File: config.mk
export PLATFORM = sky130hd
export DESIGN_NAME = http_request_framer_top
export DESIGN_NICKNAME = d
export VERILOG_FILES = /design/src/hrf_pkg.sv /design/src/http_request_framer_top.sv /design/src/hrf_parser.sv /design/src/hrf_framer.sv
export SDC_FILE = /design/constraint.sdc
export NUM_CORES = 1
export LEC_CHECK = 0
export BUFFER_PORTS_ARGS = -buffer_cell sky130_fd_sc_hd__buf_4
export CORE_UTILIZATION = 57
export CTS_CLUSTER_DIAMETER = 200
export DETAILED_ROUTE_END_ITERATION = 10
export GPL_TIMING_DRIVEN = 0
export HOLD_SLACK_MARGIN = 0.05
export PLACE_DENSITY = 0.78
export SYNTH_ARGS = -nofsm -noshare
export SYNTH_HDL_FRONTEND = slang
export SYNTH_SLANG_ARGS = --single-unit
File: constraint.sdc
create_clock -name aclk -period 8.8 [get_ports aclk]
set_input_delay 0 -clock aclk [delete_from_list [all_inputs] [get_ports aclk]]
set_output_delay 0 -clock aclk [all_outputs]
set_load 0.05 [all_outputs]
File: src/hrf_pkg.sv
// Shared types and constants for the HTTP request framer.
// Request and result payloads, parser phase codes and the header key text.
// No dependencies.
`default_nettype none

package hrf_pkg;

    typedef struct packed {
        logic [7:0] data_byte;
        logic       peer_closed;
    } hrf_req_t;

    typedef struct packed {
        logic [31:0] header_length;
        logic [31:0] body_length;
    } hrf_res_t;

    typedef struct packed {
        logic        nl_pair;
        logic [31:0] length;
    } hrf_parse_t;

    typedef struct packed {
        logic step;
        logic clr;
    } hrf_ctrl_t;

    localparam logic [2:0] PH_MATCH      = 3'd0;
    localparam logic [2:0] PH_SKIP_LINE  = 3'd1;
    localparam logic [2:0] PH_SEEK_COLON = 3'd2;
    localparam logic [2:0] PH_SKIP_WS    = 3'd3;
    localparam logic [2:0] PH_AFTER_SIGN = 3'd4;
    localparam logic [2:0] PH_DIGITS     = 3'd5;
    localparam logic [2:0] PH_DONE       = 3'd6;

    localparam logic [3:0] KEY_LEN = 4'd14;

    localparam logic [7:0] CH_LF    = 8'h0A;
    localparam logic [7:0] CH_CR    = 8'h0D;
    localparam logic [7:0] CH_COLON = 8'h3A;
    localparam logic [7:0] CH_SPACE = 8'h20;
    localparam logic [7:0] CH_TAB   = 8'h09;
    localparam logic [7:0] CH_PLUS  = 8'h2B;
    localparam logic [7:0] CH_MINUS = 8'h2D;
    localparam logic [7:0] CH_ZERO  = 8'h30;
    localparam logic [7:0] CH_NINE  = 8'h39;
    localparam logic [7:0] CH_UPPER_A = 8'h41;
    localparam logic [7:0] CH_UPPER_Z = 8'h5A;
    localparam logic [7:0] CASE_OFFSET = 8'h20;

    localparam logic [31:0] MAG_LIMIT = 32'h8000_0000;
    localparam logic [31:0] POS_LIMIT = 32'h7FFF_FFFF;

    function automatic logic [7:0] key_char(input logic [3:0] idx);
        logic [7:0] c;
        unique case (idx)
            4'd0:    c = 8'h63; // c
            4'd1:    c = 8'h6F; // o
            4'd2:    c = 8'h6E; // n
            4'd3:    c = 8'h74; // t
            4'd4:    c = 8'h65; // e
            4'd5:    c = 8'h6E; // n
            4'd6:    c = 8'h74; // t
            4'd7:    c = 8'h2D; // -
            4'd8:    c = 8'h6C; // l
            4'd9:    c = 8'h65; // e
            4'd10:   c = 8'h6E; // n
            4'd11:   c = 8'h67; // g
            4'd12:   c = 8'h74; // t
            4'd13:   c = 8'h68; // h
            default: c = 8'h00;
        endcase
        return c;
    endfunction

endpackage

`default_nettype wire

File: src/http_request_framer_top.sv
//  channel | ports                    | payload      | role
//  --------+--------------------------+--------------+------------------------------
//  s_      | s_valid s_ready s_req    | hrf_req_t    | request bytes and peer close
//  m_      | m_valid m_ready m_res    | hrf_res_t    | header and body lengths
//
// One request per cycle sustained while no waiting result stalls it; the request that
// completes a result passes the input register, then the result goes to the result register.
// The per-byte state update is one pass of logic between the two registers.
// A waiting result stalls only a request that would produce another result.
// aresetn is synchronous, active low, and clears all framing state.
`default_nettype none

module http_request_framer_top (
    input  wire logic              aclk,
    input  wire logic              aresetn,
    input  wire logic              s_valid,
    output logic                   s_ready,
    input  wire hrf_pkg::hrf_req_t s_req,
    output logic                   m_valid,
    input  wire logic              m_ready,
    output hrf_pkg::hrf_res_t      m_res
);
    import hrf_pkg::*;

    logic       in_valid_reg;
    hrf_req_t   in_req_reg;
    logic       out_valid_reg;
    hrf_res_t   out_res_reg;

    logic       advance;
    logic       emit;
    hrf_res_t   res;
    hrf_ctrl_t  ctrl;
    hrf_parse_t status;

    hrf_parser u_parser (
        .aclk      (aclk),
        .aresetn   (aresetn),
        .ctrl      (ctrl),
        .data_byte (in_req_reg.data_byte),
        .status    (status)
    );

    hrf_framer u_framer (
        .aclk       (aclk),
        .aresetn    (aresetn),
        .item_valid (in_valid_reg),
        .item       (in_req_reg),
        .advance    (advance),
        .status     (status),
        .emit       (emit),
        .res        (res),
        .ctrl       (ctrl)
    );

    always_comb begin
        advance = in_valid_reg && (!emit || !out_valid_reg || m_ready);
        s_ready = !in_valid_reg || advance;
        m_valid = out_valid_reg;
        m_res   = out_res_reg;
    end

    always_ff @(posedge aclk) begin
        if (!aresetn) begin
            in_valid_reg <= 1'b0;
        end else if (s_ready) begin
            in_valid_reg <= s_valid;
        end
    end

    always_ff @(posedge aclk) begin
        if (s_valid && s_ready) begin
            in_req_reg <= s_req;
        end
    end

    always_ff @(posedge aclk) begin
        if (!aresetn) begin
            out_valid_reg <= 1'b0;
        end else if (advance && emit) begin
            out_valid_reg <= 1'b1;
        end else if (m_ready) begin
            out_valid_reg <= 1'b0;
        end
    end

    always_ff @(posedge aclk) begin
        if (advance && emit) begin
            out_res_reg <= res;
        end
    end

endmodule

`default_nettype wire

File: src/hrf_parser.sv
// Header parser: key match for the length line, colon search and signed number read,
// plus detection of the blank line that ends the header.
// Depends on hrf_pkg.
`default_nettype none

module hrf_parser (
    input  wire logic               aclk,
    input  wire logic               aresetn,
    input  wire hrf_pkg::hrf_ctrl_t ctrl,
    input  wire logic [7:0]         data_byte,
    output hrf_pkg::hrf_parse_t     status
);
    import hrf_pkg::*;

    logic [2:0]  phase_reg, phase_next;
    logic [3:0]  match_reg, match_next;
    logic        neg_reg, neg_next;
    logic [31:0] acc_reg, acc_next;
    logic        found_reg, found_next;
    logic        prev_nl_reg, prev_nl_next;

    logic [7:0]  lc;
    logic        is_digit;
    logic        is_ws;
    logic [35:0] acc_sum;
    logic [31:0] acc_dig;
    logic [3:0]  match_inc;

    always_comb begin
        lc = ((data_byte >= CH_UPPER_A) && (data_byte <= CH_UPPER_Z)) ?
             data_byte + CASE_OFFSET : data_byte;
        is_digit = (data_byte >= CH_ZERO) && (data_byte <= CH_NINE);
        is_ws = (data_byte == CH_SPACE) || ((data_byte >= CH_TAB) && (data_byte <= CH_CR));
        acc_sum = {1'b0, acc_reg, 3'b000} + {3'b000, acc_reg, 1'b0}
                  + {32'd0, 4'(data_byte - CH_ZERO)};
        acc_dig = (acc_sum > {4'd0, MAG_LIMIT}) ? MAG_LIMIT : acc_sum[31:0];
        match_inc = match_reg + 4'd1;
    end

    always_comb begin
        phase_next = phase_reg;
        match_next = match_reg;
        neg_next   = neg_reg;
        acc_next   = acc_reg;
        found_next = found_reg;
        unique case (phase_reg)
            PH_MATCH: begin
                if ((match_reg < KEY_LEN) && (lc == key_char(match_reg))) begin
                    match_next = match_inc;
                    if (match_inc >= KEY_LEN) begin
                        phase_next = PH_SEEK_COLON;
                    end
                end else if (data_byte == CH_LF) begin
                    match_next = 4'd0;
                end else begin
                    phase_next = PH_SKIP_LINE;
                end
            end
            PH_SKIP_LINE: begin
                if (data_byte == CH_LF) begin
                    phase_next = PH_MATCH;
                    match_next = 4'd0;
                end
            end
            PH_SEEK_COLON: begin
                if (data_byte == CH_COLON) begin
                    phase_next = PH_SKIP_WS;
                    found_next = 1'b1;
                end
            end
            PH_SKIP_WS: begin
                if (!is_ws) begin
                    if (data_byte == CH_PLUS) begin
                        phase_next = PH_AFTER_SIGN;
                    end else if (data_byte == CH_MINUS) begin
                        neg_next   = 1'b1;
                        phase_next = PH_AFTER_SIGN;
                    end else if (is_digit) begin
                        acc_next   = acc_dig;
                        phase_next = PH_DIGITS;
                    end else begin
                        phase_next = PH_DONE;
                    end
                end
            end
            PH_AFTER_SIGN, PH_DIGITS: begin
                if (is_digit) begin
                    acc_next   = acc_dig;
                    phase_next = PH_DIGITS;
                end else begin
                    phase_next = PH_DONE;
                end
            end
            default: begin
            end
        endcase

        if (data_byte == CH_LF) begin
            prev_nl_next = 1'b1;
        end else if (data_byte != CH_CR) begin
            prev_nl_next = 1'b0;
        end else begin
            prev_nl_next = prev_nl_reg;
        end
    end

    always_comb begin
        status.nl_pair = (data_byte == CH_LF) && prev_nl_reg;
        if (!found_reg) begin
            status.length = 32'd0;
        end else if (neg_reg) begin
            status.length = 32'd0 - acc_reg;
        end else begin
            status.length = (acc_reg > POS_LIMIT) ? POS_LIMIT : acc_reg;
        end
    end

    always_ff @(posedge aclk) begin
        if (!aresetn || ctrl.clr) begin
            phase_reg   <= PH_MATCH;
            match_reg   <= 4'd0;
            neg_reg     <= 1'b0;
            acc_reg     <= 32'd0;
            found_reg   <= 1'b0;
            prev_nl_reg <= 1'b0;
        end else if (ctrl.step) begin
            phase_reg   <= phase_next;
            match_reg   <= match_next;
            neg_reg     <= neg_next;
            acc_reg     <= acc_next;
            found_reg   <= found_next;
            prev_nl_reg <= prev_nl_next;
        end
    end

endmodule

`default_nettype wire

File: src/hrf_framer.sv
// Request framing: byte count, header size, body size and the completion test.
// Drives the parser's step and clear; decides when a result is due.
// Depends on hrf_pkg.
`default_nettype none

module hrf_framer (
    input  wire logic                aclk,
    input  wire logic                aresetn,
    input  wire logic                item_valid,
    input  wire hrf_pkg::hrf_req_t   item,
    input  wire logic                advance,
    input  wire hrf_pkg::hrf_parse_t status,
    output logic                     emit,
    output hrf_pkg::hrf_res_t        res,
    output hrf_pkg::hrf_ctrl_t       ctrl
);
    import hrf_pkg::*;

    logic [31:0] bc_reg;
    logic [31:0] hs_reg;
    logic [31:0] cs_reg;
    logic        rc_reg;

    logic [31:0] bc_next;
    logic        rc_next;
    logic        is_byte;
    logic        hdr_open;
    logic        hdr_now;
    logic        close_fill;
    logic [32:0] sum;
    logic        emit_raw;

    always_comb begin
        is_byte    = !item.peer_closed;
        bc_next    = (is_byte && !(&bc_reg)) ? bc_reg + 32'd1 : bc_reg;
        rc_next    = rc_reg | item.peer_closed;
        hdr_open   = (hs_reg == 32'd0);
        hdr_now    = is_byte && hdr_open && status.nl_pair;
        close_fill = rc_next && (cs_reg == 32'd0);
        sum        = {1'b0, hs_reg} + {1'b0, cs_reg};

        if (hdr_now) begin
            emit_raw          = (status.length == 32'd0);
            res.header_length = bc_next;
            res.body_length   = 32'd0;
        end else if (!hdr_open) begin
            emit_raw = close_fill ||
                       ((cs_reg < bc_next) &&
                        ((cs_reg == 32'd0) || (sum <= {1'b0, bc_next})));
            res.header_length = hs_reg;
            res.body_length   = close_fill ? bc_next - hs_reg : cs_reg;
        end else begin
            emit_raw          = 1'b0;
            res.header_length = hs_reg;
            res.body_length   = cs_reg;
        end

        emit      = item_valid && emit_raw;
        ctrl.step = advance && is_byte && hdr_open;
        ctrl.clr  = advance && emit;
    end

    always_ff @(posedge aclk) begin
        if (!aresetn) begin
            bc_reg <= 32'd0;
            hs_reg <= 32'd0;
            cs_reg <= 32'd0;
            rc_reg <= 1'b0;
        end else if (advance) begin
            rc_reg <= rc_next;
            if (emit) begin
                bc_reg <= 32'd0;
                hs_reg <= 32'd0;
                cs_reg <= 32'd0;
            end else begin
                bc_reg <= bc_next;
                if (hdr_now) begin
                    hs_reg <= bc_next;
                    cs_reg <= status.length;
                end
            end
        end
    end

    a_close_sticky: assert property (@(posedge aclk) disable iff (!aresetn)
        rc_reg |=> rc_reg)
        else $error("peer close flag dropped without reset");

    a_clear_on_emit: assert property (@(posedge aclk) disable iff (!aresetn)
        (advance && emit) |=> (bc_reg == 32'd0) && (hs_reg == 32'd0))
        else $error("framing state not cleared after a result");

    a_header_in_count: assert property (@(posedge aclk) disable iff (!aresetn)
        (hs_reg != 32'd0) |-> (hs_reg <= bc_reg))
        else $error("header size exceeds byte count");

    a_emit_header: assert property (@(posedge aclk) disable iff (!aresetn)
        emit |-> (res.header_length != 32'd0))
        else $error("result with empty header");

endmodule

`default_nettype wire
==> results.txt <==
- Max VDD drop: 0.147 mV
- Final total power: ~2.3 mW
- Synthesis Warnings: 0
- In this run the worst setup path begins at u_framer.bc_reg[8]$_SDFFE_PN0N_.
- After layout, the worst path uses 95.3% of the clock period.
- Placeable core region: 0.0305 mm^2
- The clock net in this run drives a total of 221 sinks.
* Chip Height: 178 um
* Number of hold violations in the final report: 0
* Arrival time at the worst endpoint: 8.80 ns
- The checks that failed: capacitance limit, slew limit.
* Residual overflow from global routing: 0
- Unrepaired setup endpoints after global routing: no
- Maximum clock path buffer count: 3
- Number of fill cells: 2646
- Cell at the root of the clock tree: clkbuf_16
* Worst slew pin tran: 1.55 ns
* Total of endpoints with negative setup slack in the final report: 0
- Of all nets on the critical path, the largest fanout is 10.
- Worst setup slack for register-to-register paths: 0.42 ns
- After clock tree synthesis, the clock-pin slew on the worst setup and hold paths is 0.06 ns.
- In the routed layout, each cell is associated on average with a via count of 6.38.
- Floorplan die area: 0.0317 mm^2
* Unique masters post-synth: 88
* Number of buffers created by CTS: 26
- At the later pin of the worst-skew pair, clock insertion delay measures 0.56 ns.
- The number of max-slew violations in the final report came to 7.
- The worst setup path is launched from a flop.
* Result of the run: finished, violations left
- For this run, design rule violations remaining after detail routing come to 0.
- Post-layout min period: 8.38 ns
* Worst setup EP type: flop
* Vias in the first global route: around 16000
- From synthesis to final layout, the design area changed by 12.0%.
- FF+latch count, synth: between 200 and 250
- STA puts the critical path data required time at 9.21 ns.
- The register with the most flip-flops in the layout has 64 of them.
* Leakage power total: just over 8 nW
- The die is 178 um wide.
- For this configuration, the core starts out at a cell density of 57.9%.
- Yosys mapped a number of flops with a built-in enable equal to 73.
- Fraction of synthesis flops using an asynchronous set or reset pin: 0%
- Summed over all nets, the half-perimeter wirelength after detailed placement is 41000 um.
- TritonCTS built the clock tree.
- Global-route wire length before repair: 82900 um
- Post-Route Skew: 0.0262 ns
- Max-cap check violation count: 1
- Placer's final routability congestion estimate: 0.970
* Synth Net Count: 2317
- Cell Count Post-Placement: 2574
- Across every metal layer, demand over resource in global routing totals 33.0%.
* Achievable Freq: 119 MHz
* Total iterations of the first detailed-routing run: 5
- Vias post-DR: around 17000
- Total wire length: between 50000 and 60000 um
- Fraction of final layout cells with drive strength greater than 1: 7.82%
- Post-route ant nets: 0
- Fraction of the yosys area taken by sequential cells: roughly 29%
- In this design, the stage delay of the slowest critical-path cell is 0.67 ns.
* Maximum number of pins on one net before global-route repair: 38
- Cell type of the slowest stage on the worst timing path: or4_1
- Mapped Avg Cell Area: 8.42 um^2
* Main flop type after synthesis: dfxtp_1
- Ratio of total power to cell area: approximately 110 mW/mm^2
* Initial DRC count: 1600
* Number of instances in the synthesized netlist: roughly 2100
- H-tree depth: 1
- The startpoint identified for the worst register-to-register timing path is u_framer.bc_reg[8]$_SDFFE_PN0N_.
- Worst min path class: in -> reg
- Average wire length per cell after detail routing: 20.0 um
- Non-filler cells in the finished layout: 2633
* Standard-cell row count: 64
- 79 I/O pins were placed.
* Critical path start-end classification: reg -> reg
* Synth Cell Area: 0.0177 mm^2
- Initial antenna violation count: 0
* Layout net count: 2435
- Measured against its own limit, the worst slew margin works out to -4.27%.
- Port Buffer Count: between 70 and 80
* Number of antenna repair diodes: 0
- The number of cells on the worst reg-to-reg path is 29.
==> worst max-delay path: cells and delay by family (launching register included) <==
family / cells / cell delay [ns]
buf+inv: 4 / 0.78
flops: 1 / 0.31
fa+ha+maj: 2 / 0.58
simple gates: 13 / 4.12
compound gates: 10 / 2.43
==> cell type report <==
| class | count | area [um^2] | share of cell area, % |
|---|---|---|---|
| buffer | 97 | 404 | 2.04 |
| clock buffer | 32 | 736 | 3.72 |
| clock inverter | 16 | 158 | 0.797 |
| inverter | 102 | 383 | 1.93 |
| multi-input combinational | 1679 | 11700 | 59.3 |
| sequential | 221 | 5150 | 26.0 |
| tap | 396 | 495 | 2.50 |
| timing repair buffer | 90 | 716 | 3.62 |
==> kinds of logic (layout without fill, tap and decap cells) <==
group	Yosys count	count (layout)	share of synthesized area (%)
and+or+nand+nor	696	696	20.6
AOI/OAI and AO/OA	651	651	24.7
xor gates and xnor gates	119	119	5.90
adders and majority gates	205	205	14.7
buffers and inverters	199	337	4.45
muxes	8	8	0.503
DFF	221	221	29.2
==> routing by layer <==
metal	track usage (%)	part of all wire, %	wire length [um]	up-vias
li1	-	-	-	8094
met5	0	0	0	-
met2	56.5	47	24900	588
met1	40.5	42	22000	7963
met3	4.07	5.7	3020	146
met4	16.7	5.2	2730	0
==> synthesized netlist by cell type, types with 5 or more instances <==
master	instances	area share (%)
a311oi_1	12	0.59
o22ai_1	8	0.28
nor2_1	133	2.8
xor2_1	50	2.5
and2_1	24	0.85
and3_1	21	0.74
a211o_1	8	0.40
and4_1	11	0.55
nor3_1	38	1.1
nand2_1	161	3.4
nand3_1	40	1.1
xnor2_1	69	3.4
a22oi_1	61	2.6
o311ai_0	6	0.30
nor2b_1	102	3.6
o2111ai_1	6	0.30
nor4_1	35	1.2
o21ai_0	159	4.5
edfxtp_1	73	12
a22o_1	20	0.99
or4_1	13	0.55
dfxtp_1	148	17
nand2b_1	15	0.53
a211oi_1	21	0.89
inv_1	101	2.1
a21o_1	52	2.2
a21boi_0	13	0.55
a31oi_1	20	0.71
nor3b_1	9	0.38
nand4_1	45	1.6
clkbuf_1	84	1.8
o21bai_1	10	0.42
or2_2	11	0.39
a41oi_1	10	0.50
a21oi_1	122	3.5
o211ai_1	22	0.93
o21a_1	23	0.98
o31a_1	5	0.25
o31ai_1	17	0.72
buf_2	8	0.23
o221ai_1	7	0.35
ha_1	201	14
or3_1	19	0.67
==> repair_timing <==
action | in CTS | in global routing
buffers inserted | 0 | 0
endpoints found under the hold margin | 23 | 0
setup endpoints to repair | 0 | 11
gates resized for setup | 0 | 2
hold buffers | 11 | 0
==> worst min path at each step <==
stage | from | end | cells past startpoint
after floorplan | s_req[0] | in_req_reg[0]$_DFFE_PP_ | 0
after global placement | s_req[0] | in_req_reg[0]$_DFFE_PP_ | 1
after detailed placement | s_req[3] | in_req_reg[3]$_DFFE_PP_ | 1
after CTS | m_ready | flop | 4
after global routing | m_ready | flop | 4
final | m_ready | flop | 4
==> per-stage QoR <==
stage	setup WS (ns)	instance area [um^2]	util, %	TNS [ns]	hold WS (ns)
2_1_floorplan	0.156	17700	-	0	0.0989
3_3_place_gp	-2.06	18800	61.5	-130.76	0.178
3_5_place_dp	0.504	18800	61.6	0	0.179
4_1_cts	0.444	19800	64.9	0	0.0727
5_1_grt	0.00882	19800	64.9	0	0.105
6_report	0.417	19800	64.9	0	0.0910
==> placed cells by master (no fill, tap or decap), types with 40 or more instances in the layout <==
cell type,instances
nor2b_1,102
xnor2_1,69
nor2_1,132
nand4_1,45
buf_4,78
a22oi_1,61
a21oi_1,122
nand3_1,40
edfxtp_1,73
o21ai_0,159
nand2_1,161
clkbuf_1,86
inv_1,101
a21o_1,52
xor2_1,50
ha_1,201
dfxtp_1,148
==> where the power goes <==
group	total, mW	switching (mW)	internal (mW)
logic	0.0844	0.0512	0.0332
clock network	1.12	0.465	0.659
registers	1.06	0.00513	1.05
(Power assumes the default switching activity.)
